## src/hw/rtl/vrt_pkg.sv

```systemverilog
// Types, constants and helpers for the voxel ray traversal core.
// No dependencies.
package vrt_pkg;

  localparam int XW = 64;
  localparam int DIR_SHIFT = 14;
  localparam int MAX_OUT = 46;

  typedef logic signed [XW-1:0] xw_t;

  localparam xw_t T_INF = xw_t'(64'h1000_0000_0000_0000);

  typedef enum logic [1:0] {
    REG_EDGE = 2'd0,
    REG_CX   = 2'd1,
    REG_CY   = 2'd2,
    REG_CZ   = 2'd3
  } reg_idx_t;

  typedef enum logic {
    ALU_MUL,
    ALU_DIV
  } alu_op_t;

  typedef struct packed {
    logic               start;
    alu_op_t            op;
    xw_t                a;
    logic signed [31:0] b;
  } alu_req_t;

  typedef struct packed {
    logic done;
    xw_t  result;
  } alu_rsp_t;

  typedef enum logic [4:0] {
    S_IDLE,
    S_BOX,
    S_SLAB,
    S_SLAB_A,
    S_SLAB_BGO,
    S_SLAB_B,
    S_POS_GO,
    S_POS,
    S_IDX_GO,
    S_IDX,
    S_BND_GO,
    S_BND,
    S_TNX_GO,
    S_TNX,
    S_TDL_GO,
    S_TDL,
    S_WALK
  } state_t;

  // divide by 2^14, truncating toward zero
  function automatic xw_t trunc_q14(input xw_t x);
    xw_t mag;
    mag = x[XW-1] ? -x : x;
    mag = mag >>> DIR_SHIFT;
    return x[XW-1] ? -mag : mag;
  endfunction

endpackage

```

## src/hw/rtl/voxel_ray_traversal_core.sv

```systemverilog
// Voxel ray traversal core: slab clip, start voxel search and 3D DDA walk.
// Uses vrt_pkg and vrt_alu.
//
// One ray at a time. Setup runs all divides and multiplies through one shared
// iterative unit: up to six slab divides, then per axis one multiply and at
// most one divide for the start index, and on a non-zero axis one more
// multiply and two divides for the boundary crossing. The walk then gives one
// voxel beat per cycle while the output is taken, up to 46 beats. in_ready is
// high only between rays; config writes are taken every cycle.
module voxel_ray_traversal_core #(
  parameter int GRID_N = 16
) (
  input  logic        clk,
  input  logic        rst,
  input  logic        cfg_valid,
  output logic        cfg_ready,
  input  logic [1:0]  cfg_index,
  input  logic [31:0] cfg_data,
  input  logic        in_valid,
  output logic        in_ready,
  input  logic signed [31:0] origin_x,
  input  logic signed [31:0] origin_y,
  input  logic signed [31:0] origin_z,
  input  logic signed [15:0] dir_x,
  input  logic signed [15:0] dir_y,
  input  logic signed [15:0] dir_z,
  output logic        out_valid,
  input  logic        out_ready,
  output logic [3:0]  voxel_ix,
  output logic [3:0]  voxel_iy,
  output logic [3:0]  voxel_iz,
  output logic [5:0]  step_number,
  output logic [31:0] entry_distance,
  output logic        last_voxel
);
  import vrt_pkg::*;

  localparam int IW = $clog2(GRID_N + 1) + 1;

  logic [30:0]        voxel_edge;
  logic signed [31:0] center [3];

  state_t state, state_next;
  alu_req_t req;
  alu_rsp_t rsp;

  xw_t o [3];
  xw_t mn [3];
  xw_t mx [3];
  xw_t tnext [3];
  xw_t tdel [3];
  logic signed [15:0] d [3];
  logic signed [IW-1:0] idx [3];
  xw_t half, edge_w, tlo, thi, tc, tmp;
  logic [1:0] ax;
  logic [5:0] n;

  logic [30:0] edge_eff;
  logic dir_zero;
  logic ax_done;
  xw_t nr, fr, tlo_n, thi_n;
  xw_t q;
  logic [1:0] sel;
  logic signed [IW-1:0] idx_step;
  xw_t tn_sel, td_sel;
  logic out_of, last, emit;

  vrt_alu u_alu (.clk(clk), .rst(rst), .req(req), .rsp(rsp));

  assign cfg_ready = 1'b1;
  assign in_ready  = (state == S_IDLE);
  assign edge_eff  = (voxel_edge == '0) ? 31'd1 : voxel_edge;
  assign dir_zero  = (dir_x == '0) && (dir_y == '0) && (dir_z == '0);

  always_ff @(posedge clk) begin
    if (rst) begin
      voxel_edge <= 31'd65536;
      center[0]  <= '0;
      center[1]  <= '0;
      center[2]  <= '0;
    end else if (cfg_valid) begin
      unique case (cfg_index)
        REG_EDGE: voxel_edge <= cfg_data[30:0];
        REG_CX:   center[0]  <= cfg_data;
        REG_CY:   center[1]  <= cfg_data;
        REG_CZ:   center[2]  <= cfg_data;
        default:  ;
      endcase
    end
  end

  // slab bounds from the second divide, and the start index clamped to GRID_N-1
  always_comb begin
    nr    = (tmp < rsp.result) ? tmp : rsp.result;
    fr    = (tmp < rsp.result) ? rsp.result : tmp;
    tlo_n = (nr > tlo) ? nr : tlo;
    thi_n = (fr < thi) ? fr : thi;
    q     = (rsp.result > xw_t'(GRID_N - 1)) ? xw_t'(GRID_N - 1) : rsp.result;
  end

  // DDA step
  always_comb begin
    if (tnext[0] < tnext[1] && tnext[0] < tnext[2]) sel = 2'd0;
    else if (tnext[1] < tnext[2])                   sel = 2'd1;
    else                                            sel = 2'd2;
    tn_sel   = tnext[sel];
    td_sel   = tdel[sel];
    idx_step = d[sel][15] ? idx[sel] - IW'(1) : idx[sel] + IW'(1);
    out_of   = (idx_step < 0) || (idx_step >= $signed(IW'(GRID_N)));
    last     = out_of || (tn_sel > thi) || (n == 6'(MAX_OUT - 1));
    emit     = (state == S_WALK) && (!out_valid || out_ready);
  end

  always_comb begin
    state_next = state;
    req        = '0;
    ax_done    = 1'b0;
    unique case (state)
      S_IDLE: begin
        if (in_valid) state_next = dir_zero ? S_IDLE : S_BOX;
      end
      S_BOX: state_next = S_SLAB;
      S_SLAB: begin
        if (d[ax] == '0) begin
          if (o[ax] < mn[ax] || o[ax] > mx[ax]) begin
            state_next = S_IDLE;
          end else begin
            ax_done    = 1'b1;
            state_next = (ax == 2'd2) ? S_POS_GO : S_SLAB;
          end
        end else begin
          req.start  = 1'b1;
          req.op     = ALU_DIV;
          req.a      = (mn[ax] - o[ax]) <<< DIR_SHIFT;
          req.b      = 32'(d[ax]);
          state_next = S_SLAB_A;
        end
      end
      S_SLAB_A: if (rsp.done) state_next = S_SLAB_BGO;
      S_SLAB_BGO: begin
        req.start  = 1'b1;
        req.op     = ALU_DIV;
        req.a      = (mx[ax] - o[ax]) <<< DIR_SHIFT;
        req.b      = 32'(d[ax]);
        state_next = S_SLAB_B;
      end
      S_SLAB_B: begin
        if (rsp.done) begin
          if (tlo_n > thi_n) begin
            state_next = S_IDLE;
          end else begin
            ax_done    = 1'b1;
            state_next = (ax == 2'd2) ? S_POS_GO : S_SLAB;
          end
        end
      end
      S_POS_GO: begin
        req.start  = 1'b1;
        req.op     = ALU_MUL;
        req.a      = tlo;
        req.b      = 32'(d[ax]);
        state_next = S_POS;
      end
      S_POS: if (rsp.done) state_next = S_IDX_GO;
      S_IDX_GO: begin
        if (tmp < 0) begin
          state_next = S_BND_GO;
        end else begin
          req.start  = 1'b1;
          req.op     = ALU_DIV;
          req.a      = tmp;
          req.b      = 32'(edge_w);
          state_next = S_IDX;
        end
      end
      S_IDX: if (rsp.done) state_next = S_BND_GO;
      S_BND_GO: begin
        if (d[ax] == '0) begin
          ax_done    = 1'b1;
          state_next = (ax == 2'd2) ? S_WALK : S_POS_GO;
        end else begin
          req.start  = 1'b1;
          req.op     = ALU_MUL;
          req.a      = d[ax][15] ? xw_t'(idx[ax]) : xw_t'(idx[ax]) + xw_t'(1);
          req.b      = 32'(edge_w);
          state_next = S_BND;
        end
      end
      S_BND: if (rsp.done) state_next = S_TNX_GO;
      S_TNX_GO: begin
        req.start  = 1'b1;
        req.op     = ALU_DIV;
        req.a      = (tmp - o[ax]) <<< DIR_SHIFT;
        req.b      = 32'(d[ax]);
        state_next = S_TNX;
      end
      S_TNX: if (rsp.done) state_next = S_TDL_GO;
      S_TDL_GO: begin
        req.start  = 1'b1;
        req.op     = ALU_DIV;
        req.a      = edge_w <<< DIR_SHIFT;
        req.b      = d[ax][15] ? -32'(d[ax]) : 32'(d[ax]);
        state_next = S_TDL;
      end
      S_TDL: begin
        if (rsp.done) begin
          ax_done    = 1'b1;
          state_next = (ax == 2'd2) ? S_WALK : S_POS_GO;
        end
      end
      S_WALK: if (emit && last) state_next = S_IDLE;
      default: state_next = S_IDLE;
    endcase
  end

  always_ff @(posedge clk) begin
    if (rst) state <= S_IDLE;
    else     state <= state_next;
  end

  always_ff @(posedge clk) begin
    if (ax_done) ax <= (ax == 2'd2) ? 2'd0 : ax + 2'd1;
    unique case (state)
      S_IDLE: begin
        o[0]   <= xw_t'(origin_x);
        o[1]   <= xw_t'(origin_y);
        o[2]   <= xw_t'(origin_z);
        d[0]   <= dir_x;
        d[1]   <= dir_y;
        d[2]   <= dir_z;
        edge_w <= xw_t'({1'b0, edge_eff});
        half   <= (xw_t'(GRID_N) * xw_t'({1'b0, edge_eff})) >>> 1;
      end
      S_BOX: begin
        for (int i = 0; i < 3; i++) begin
          mn[i] <= xw_t'(center[i]) - half;
          mx[i] <= xw_t'(center[i]) + half;
        end
        tlo <= '0;
        thi <= T_INF;
        ax  <= 2'd0;
      end
      S_SLAB_A: if (rsp.done) tmp <= rsp.result;
      S_SLAB_B: begin
        if (rsp.done) begin
          tlo <= tlo_n;
          thi <= thi_n;
        end
      end
      S_POS_GO: begin
        tc <= tlo;
        n  <= '0;
      end
      S_POS: if (rsp.done) tmp <= o[ax] + trunc_q14(rsp.result) - mn[ax];
      S_IDX_GO: if (tmp < 0) idx[ax] <= '0;
      S_IDX: if (rsp.done) idx[ax] <= q[IW-1:0];
      S_BND_GO: begin
        if (d[ax] == '0) begin
          tnext[ax] <= T_INF;
          tdel[ax]  <= T_INF;
        end
      end
      S_BND: if (rsp.done) tmp <= mn[ax] + rsp.result;
      S_TNX: if (rsp.done) tnext[ax] <= rsp.result;
      S_TDL: if (rsp.done) tdel[ax] <= rsp.result;
      S_WALK: begin
        if (emit) begin
          idx[sel]   <= idx_step;
          tc         <= tn_sel;
          tnext[sel] <= (tn_sel >= T_INF || td_sel >= T_INF) ? T_INF : tn_sel + td_sel;
          n          <= n + 6'd1;
        end
      end
      default: ;
    endcase
  end

  // output register
  always_ff @(posedge clk) begin
    if (rst) begin
      out_valid <= 1'b0;
    end else if (emit) begin
      out_valid <= 1'b1;
    end else if (out_ready) begin
      out_valid <= 1'b0;
    end
  end

  always_ff @(posedge clk) begin
    if (emit) begin
      voxel_ix    <= 4'(idx[0][IW-2:0]);
      voxel_iy    <= 4'(idx[1][IW-2:0]);
      voxel_iz    <= 4'(idx[2][IW-2:0]);
      step_number <= n;
      last_voxel  <= last;
      if (tc < 0)                          entry_distance <= '0;
      else if (tc > xw_t'(64'hFFFF_FFFF))  entry_distance <= '1;
      else                                 entry_distance <= tc[31:0];
    end
  end

endmodule

```

## src/hw/rtl/vrt_alu.sv

```systemverilog
// Shared iterative multiply / divide unit: shift-add multiply over 32
// multiplier bits, restoring divide over 64 dividend bits. Uses vrt_pkg.
module vrt_alu (
  input  logic            clk,
  input  logic            rst,
  input  vrt_pkg::alu_req_t req,
  output vrt_pkg::alu_rsp_t rsp
);
  import vrt_pkg::*;

  logic        busy;
  logic        done;
  alu_op_t     op_r;
  logic [5:0]  cnt;
  logic        neg;
  logic [63:0] acc;
  logic [63:0] mcand;
  logic [31:0] mb;
  logic [31:0] rem;
  logic [32:0] rem_sh;
  logic [32:0] rem_diff;
  logic        rem_ge;
  logic        last_it;
  logic [63:0] a_mag;
  logic [31:0] b_mag;

  always_comb begin
    a_mag    = req.a[63] ? 64'(-req.a) : 64'(req.a);
    b_mag    = req.b[31] ? 32'(-req.b) : 32'(req.b);
    rem_sh   = {rem, acc[63]};
    rem_diff = rem_sh - {1'b0, mb};
    rem_ge   = rem_sh >= {1'b0, mb};
    last_it  = (op_r == ALU_MUL) ? (cnt == 6'd31) : (cnt == 6'd63);
  end

  always_ff @(posedge clk) begin
    if (rst) begin
      busy <= 1'b0;
      done <= 1'b0;
    end else begin
      done <= 1'b0;
      if (req.start && !busy) begin
        busy <= 1'b1;
        cnt  <= '0;
        op_r <= req.op;
        neg  <= req.a[63] ^ req.b[31];
        mb   <= b_mag;
        rem  <= '0;
        if (req.op == ALU_MUL) begin
          acc   <= '0;
          mcand <= a_mag;
        end else begin
          acc <= a_mag;
        end
      end else if (busy) begin
        cnt <= cnt + 6'd1;
        if (op_r == ALU_MUL) begin
          if (mb[0]) acc <= acc + mcand;
          mcand <= mcand << 1;
          mb    <= mb >> 1;
        end else begin
          if (rem_ge) begin
            rem <= rem_diff[31:0];
            acc <= {acc[62:0], 1'b1};
          end else begin
            rem <= rem_sh[31:0];
            acc <= {acc[62:0], 1'b0};
          end
        end
        if (last_it) begin
          busy <= 1'b0;
          done <= 1'b1;
        end
      end
    end
  end

  assign rsp.done   = done;
  assign rsp.result = neg ? -xw_t'(acc) : xw_t'(acc);

endmodule

```

## config.mk

```make
export PLATFORM = sky130hd
export DESIGN_NAME = voxel_ray_traversal_core
export DESIGN_NICKNAME = d
export VERILOG_FILES = /design/src/hw/rtl/vrt_pkg.sv /design/src/hw/rtl/voxel_ray_traversal_core.sv /design/src/hw/rtl/vrt_alu.sv
export SDC_FILE = /design/constraint.sdc
export NUM_CORES = 2
export LEC_CHECK = 0
export BUFFER_PORTS_ARGS = -buffer_cell sky130_fd_sc_hd__buf_4
export CORE_MARGIN = 8
export CORE_UTILIZATION = 45
export CTS_CLUSTER_SIZE = 10
export DETAILED_ROUTE_END_ITERATION = 8
export MAX_ROUTING_LAYER = met4
export PLACE_DENSITY = 0.68
export REMOVE_ABC_BUFFERS = 1
export SLEW_MARGIN = 40
export SYNTH_ARGS = -nofsm -noshare
export SYNTH_HDL_FRONTEND = slang
export SYNTH_SLANG_ARGS = --single-unit
```

## constraint.sdc

```tcl
create_clock -name clk -period 31.3 [get_ports clk]
set_input_delay 6.26 -clock clk [delete_from_list [all_inputs] [get_ports clk]]
set_output_delay 6.26 -clock clk [all_outputs]
set_load 0.02 [all_outputs]
```

==> results.md <==
- Post-CTS sizing: 0
- Syn Inst Count: approximately 12,000
- Setup Buffers After CTS: 0
- Area contributors post-synth: edfxtp_1, ha_1, a21oi_1, o21ai_0, xnor2_1
- Sequential area share after synthesis: 0.377
- Flip-flop and latch area: 42,800 um^2
- Most used cell, CP: o21a_1
- Clk pin slew, worst setup/hold paths: ~0.060 ns
- Num CTS Buffers: 178
- Iter 0 DRT Violations: 10,986
- Layout cells sized above 1: 0.0825
- Routed WL: about 420,000 um
- Pins over their slew limit: 0
- Top_reg_cell synth: edfxtp_1
- Number of global-route vias before repair: 94,293
- Max frequency: 62.8 MHz
- Critical Path Start Type: flip-flop
- Die Wd: 518 um
- WL/cell: 27.1 um
- Final HPWL from detailed placement: roughly 330,000 um
- EDFF count, synth: between 1,000 and 1,500
- Initial core utilization: 0.452
- Synth top area share: 0.369
- ANT nets after route: 0
- Max_cap viols: 0
- CP max FO: 61
- Rows: 184
- Final nets: 13,521
- Relative slew slack: 0.326
- H-tree lvl count: 4
- Synthesis warning total: 0
- Setup violations, final: 0
- Root buf cell: clkbuf_16
- Ys async rst share: 0
- Pwr dens: between 100 and 150 nW/um^2
- Yosys reg bits: 1,439
- Routability cong.: 1.03
- Slew @ Worst Pin: 0.997 ns
- Total number of vias: about 100,000
- Layout fillers: 23,070
- Synth Cell Area: 114,000 um^2
- Clock skew: 0.0497 ns
- I/O pins: 237
- Hold WC Path Type: flip-flop to flip-flop
- Sink Count: about 1,400
- Outcome: completed
- Area Overhead vs Synth: 10.3%
- Die area: 269,000 um^2
- Setup TNS: 0 ns
- Top-count cell post-synth: edfxtp_1
- Peak VDD IR: 116 uV
- First-pass GRT wire length: 614,000 um
- CTS tree: done
- GRT overflow: 0
- Vias per cell: 6.26
- Min Clock Period, post-route: 15.92 ns
- Initial antenna violation count: 13
- Unrepaired setup endpoints after global routing: false
- Largest net degree at the start of global routing: 185
- Synth cell types: 115
- Footprint of the multi-input gates: 66,400 um^2
- CP max-delay cell: buf_4
- Cell taking the most area after synthesis: edfxtp_1
- Total GRT Usage: 0.308
- Post-CTS Hold Buffers: 0
- PortBufs: 235
- Total core area: 251,000 um^2
- Drt pass-1 iters: 8
- Crit. End Element: flip-flop
- Fin. Hold Viols: 0
- CP arrival: 16.66 ns
- Worst-skew pair later-pin latency: 0.86 ns
- Chip height: 518 um
- CP Class: flip-flop to flip-flop
- Tcrit/Tclk final: 0.509
- Residual DRC: 0
- CP peak stage delay: 0.69 ns
- Post-Syn Area per Cell: about 9.4 um^2
- WP data required: 32.04 ns
- WHS: about 0.41 ns
- Most instantiated cells after synthesis: edfxtp_1, ha_1, nand2_1
- LEAKAGE: 50.0 nW
- Bufs on Longest Clock Path: 3
==> cell type report <==
class	count	area share
repair buffers	472	0.0296
clock buffers	252	0.0386
diodes	16	0.000320
inverters	689	0.0206
well taps	3348	0.0334
multi-input cells	9339	0.530
clock inverters	55	0.00552
flip-flops and latches	1439	0.342
==> layer usage <==
metal,track usage,up-vias,part of all wire
li1,-,44854,-
met1,0.410,47636,0.43
met2,0.469,4389,0.44
met3,0.0501,850,0.083
met4,0.124,0,0.048
met5,-,-,0
==> registers in the layout, summed over array words and instances (netlist names), 48 cells and up, named ones only <==
| name | cells |
|---|---|
| center | 96 |
| d | 48 |
| mn | 108 |
| mx | 96 |
| o | 96 |
| tc | 64 |
| tdel | 192 |
| thi | 64 |
| tlo | 64 |
| tmp | 64 |
| tnext | 192 |
| u_alu.acc | 64 |
| u_alu.mcand | 64 |
==> worst max-delay path, delay by kind of cell, from the launching register on <==
| kind | cells | cell delay [ns] |
|---|---|---|
| compound gates | 26 | 6.31 |
| flops | 1 | 0.65 |
| buf+inv | 4 | 1.49 |
| simple gates | 15 | 4.55 |
| xor+xnor | 2 | 0.42 |
| fa+ha+maj | 4 | 1.22 |
| mux | 2 | 0.98 |
==> cell families after synthesis <==
| group | count (synthesis) | share of synthesized area |
|---|---|---|
| adder cells (fa/ha/maj) | 1219 | 0.139 |
| multiplexers | 440 | 0.0403 |
| AND/OR/NAND/NOR | 3563 | 0.152 |
| XOR/XNOR | 709 | 0.0551 |
| AO/OA/AOI/OAI | 3406 | 0.193 |
| flip-flops | 1439 | 0.377 |
| buffers and inverters | 1284 | 0.0431 |
| other | 2 | 0.0000662 |
==> metrics by stage <==
stage / cell area (um^2) / util / worst slack [ns] / std cells / power (mW)
after global routing: 125000 / 0.499 / 14.69 / 15600 / 14.7
after CTS: 125000 / 0.498 / 15.17 / 15591 / 13.7
after floorplan: 111000 / - / 3.32 / 11467 / 9.12
after detailed placement: 120000 / 0.476 / 15.31 / 15284 / 11.6
after global placement: 119000 / 0.475 / 15.05 / 15273 / 11.5
final: 125000 / 0.499 / 15.38 / 15610 / 13.8
==> layout by cell type, fill, tap and decap left out, types with 75 or more instances in the layout <==
cell type	count
buf_4	452
mux2_2	75
nor2b_1	123
clkbuf_16	180
a21o_1	382
a21oi_1	907
xnor2_1	442
a221oi_1	114
and2_1	143
o21a_1	163
fa_1	76
o21bai_1	85
nand2b_1	153
o22ai_1	144
nand4_1	195
or3_1	94
ha_1	1143
nor4_1	78
and3_1	82
edfxtp_1	1396
xor2_1	257
nor3_1	287
inv_1	660
nor2_1	949
nand2_1	993
a31oi_1	96
o21ai_0	813
mux2i_1	355
nand3_1	211
==> path summary, 6_finish.rpt <==
check	startpoint	endpoint	slack, ns	depth (start not counted)
hold reg to reg	center[0][0]	mn[0][0]	0.41	0
setup / recovery	u_alu.acc[0]	state[1]	15.38	53
setup reg to reg	u_alu.acc[0]	state[1]	15.38	53
hold / removal	center[0][0]	mn[0][0]	0.41	0
==> power breakdown <==
group	total (mW)	internal, mW	switching [mW]	leakage [nW]
sequential	3.03	2.74	0.293	13.5
clock	2.01	1.14	0.864	2.66
combinational	8.80	3.21	5.59	33.9
total	13.8	7.09	6.75	50.0
(Power assumes the default switching activity.)
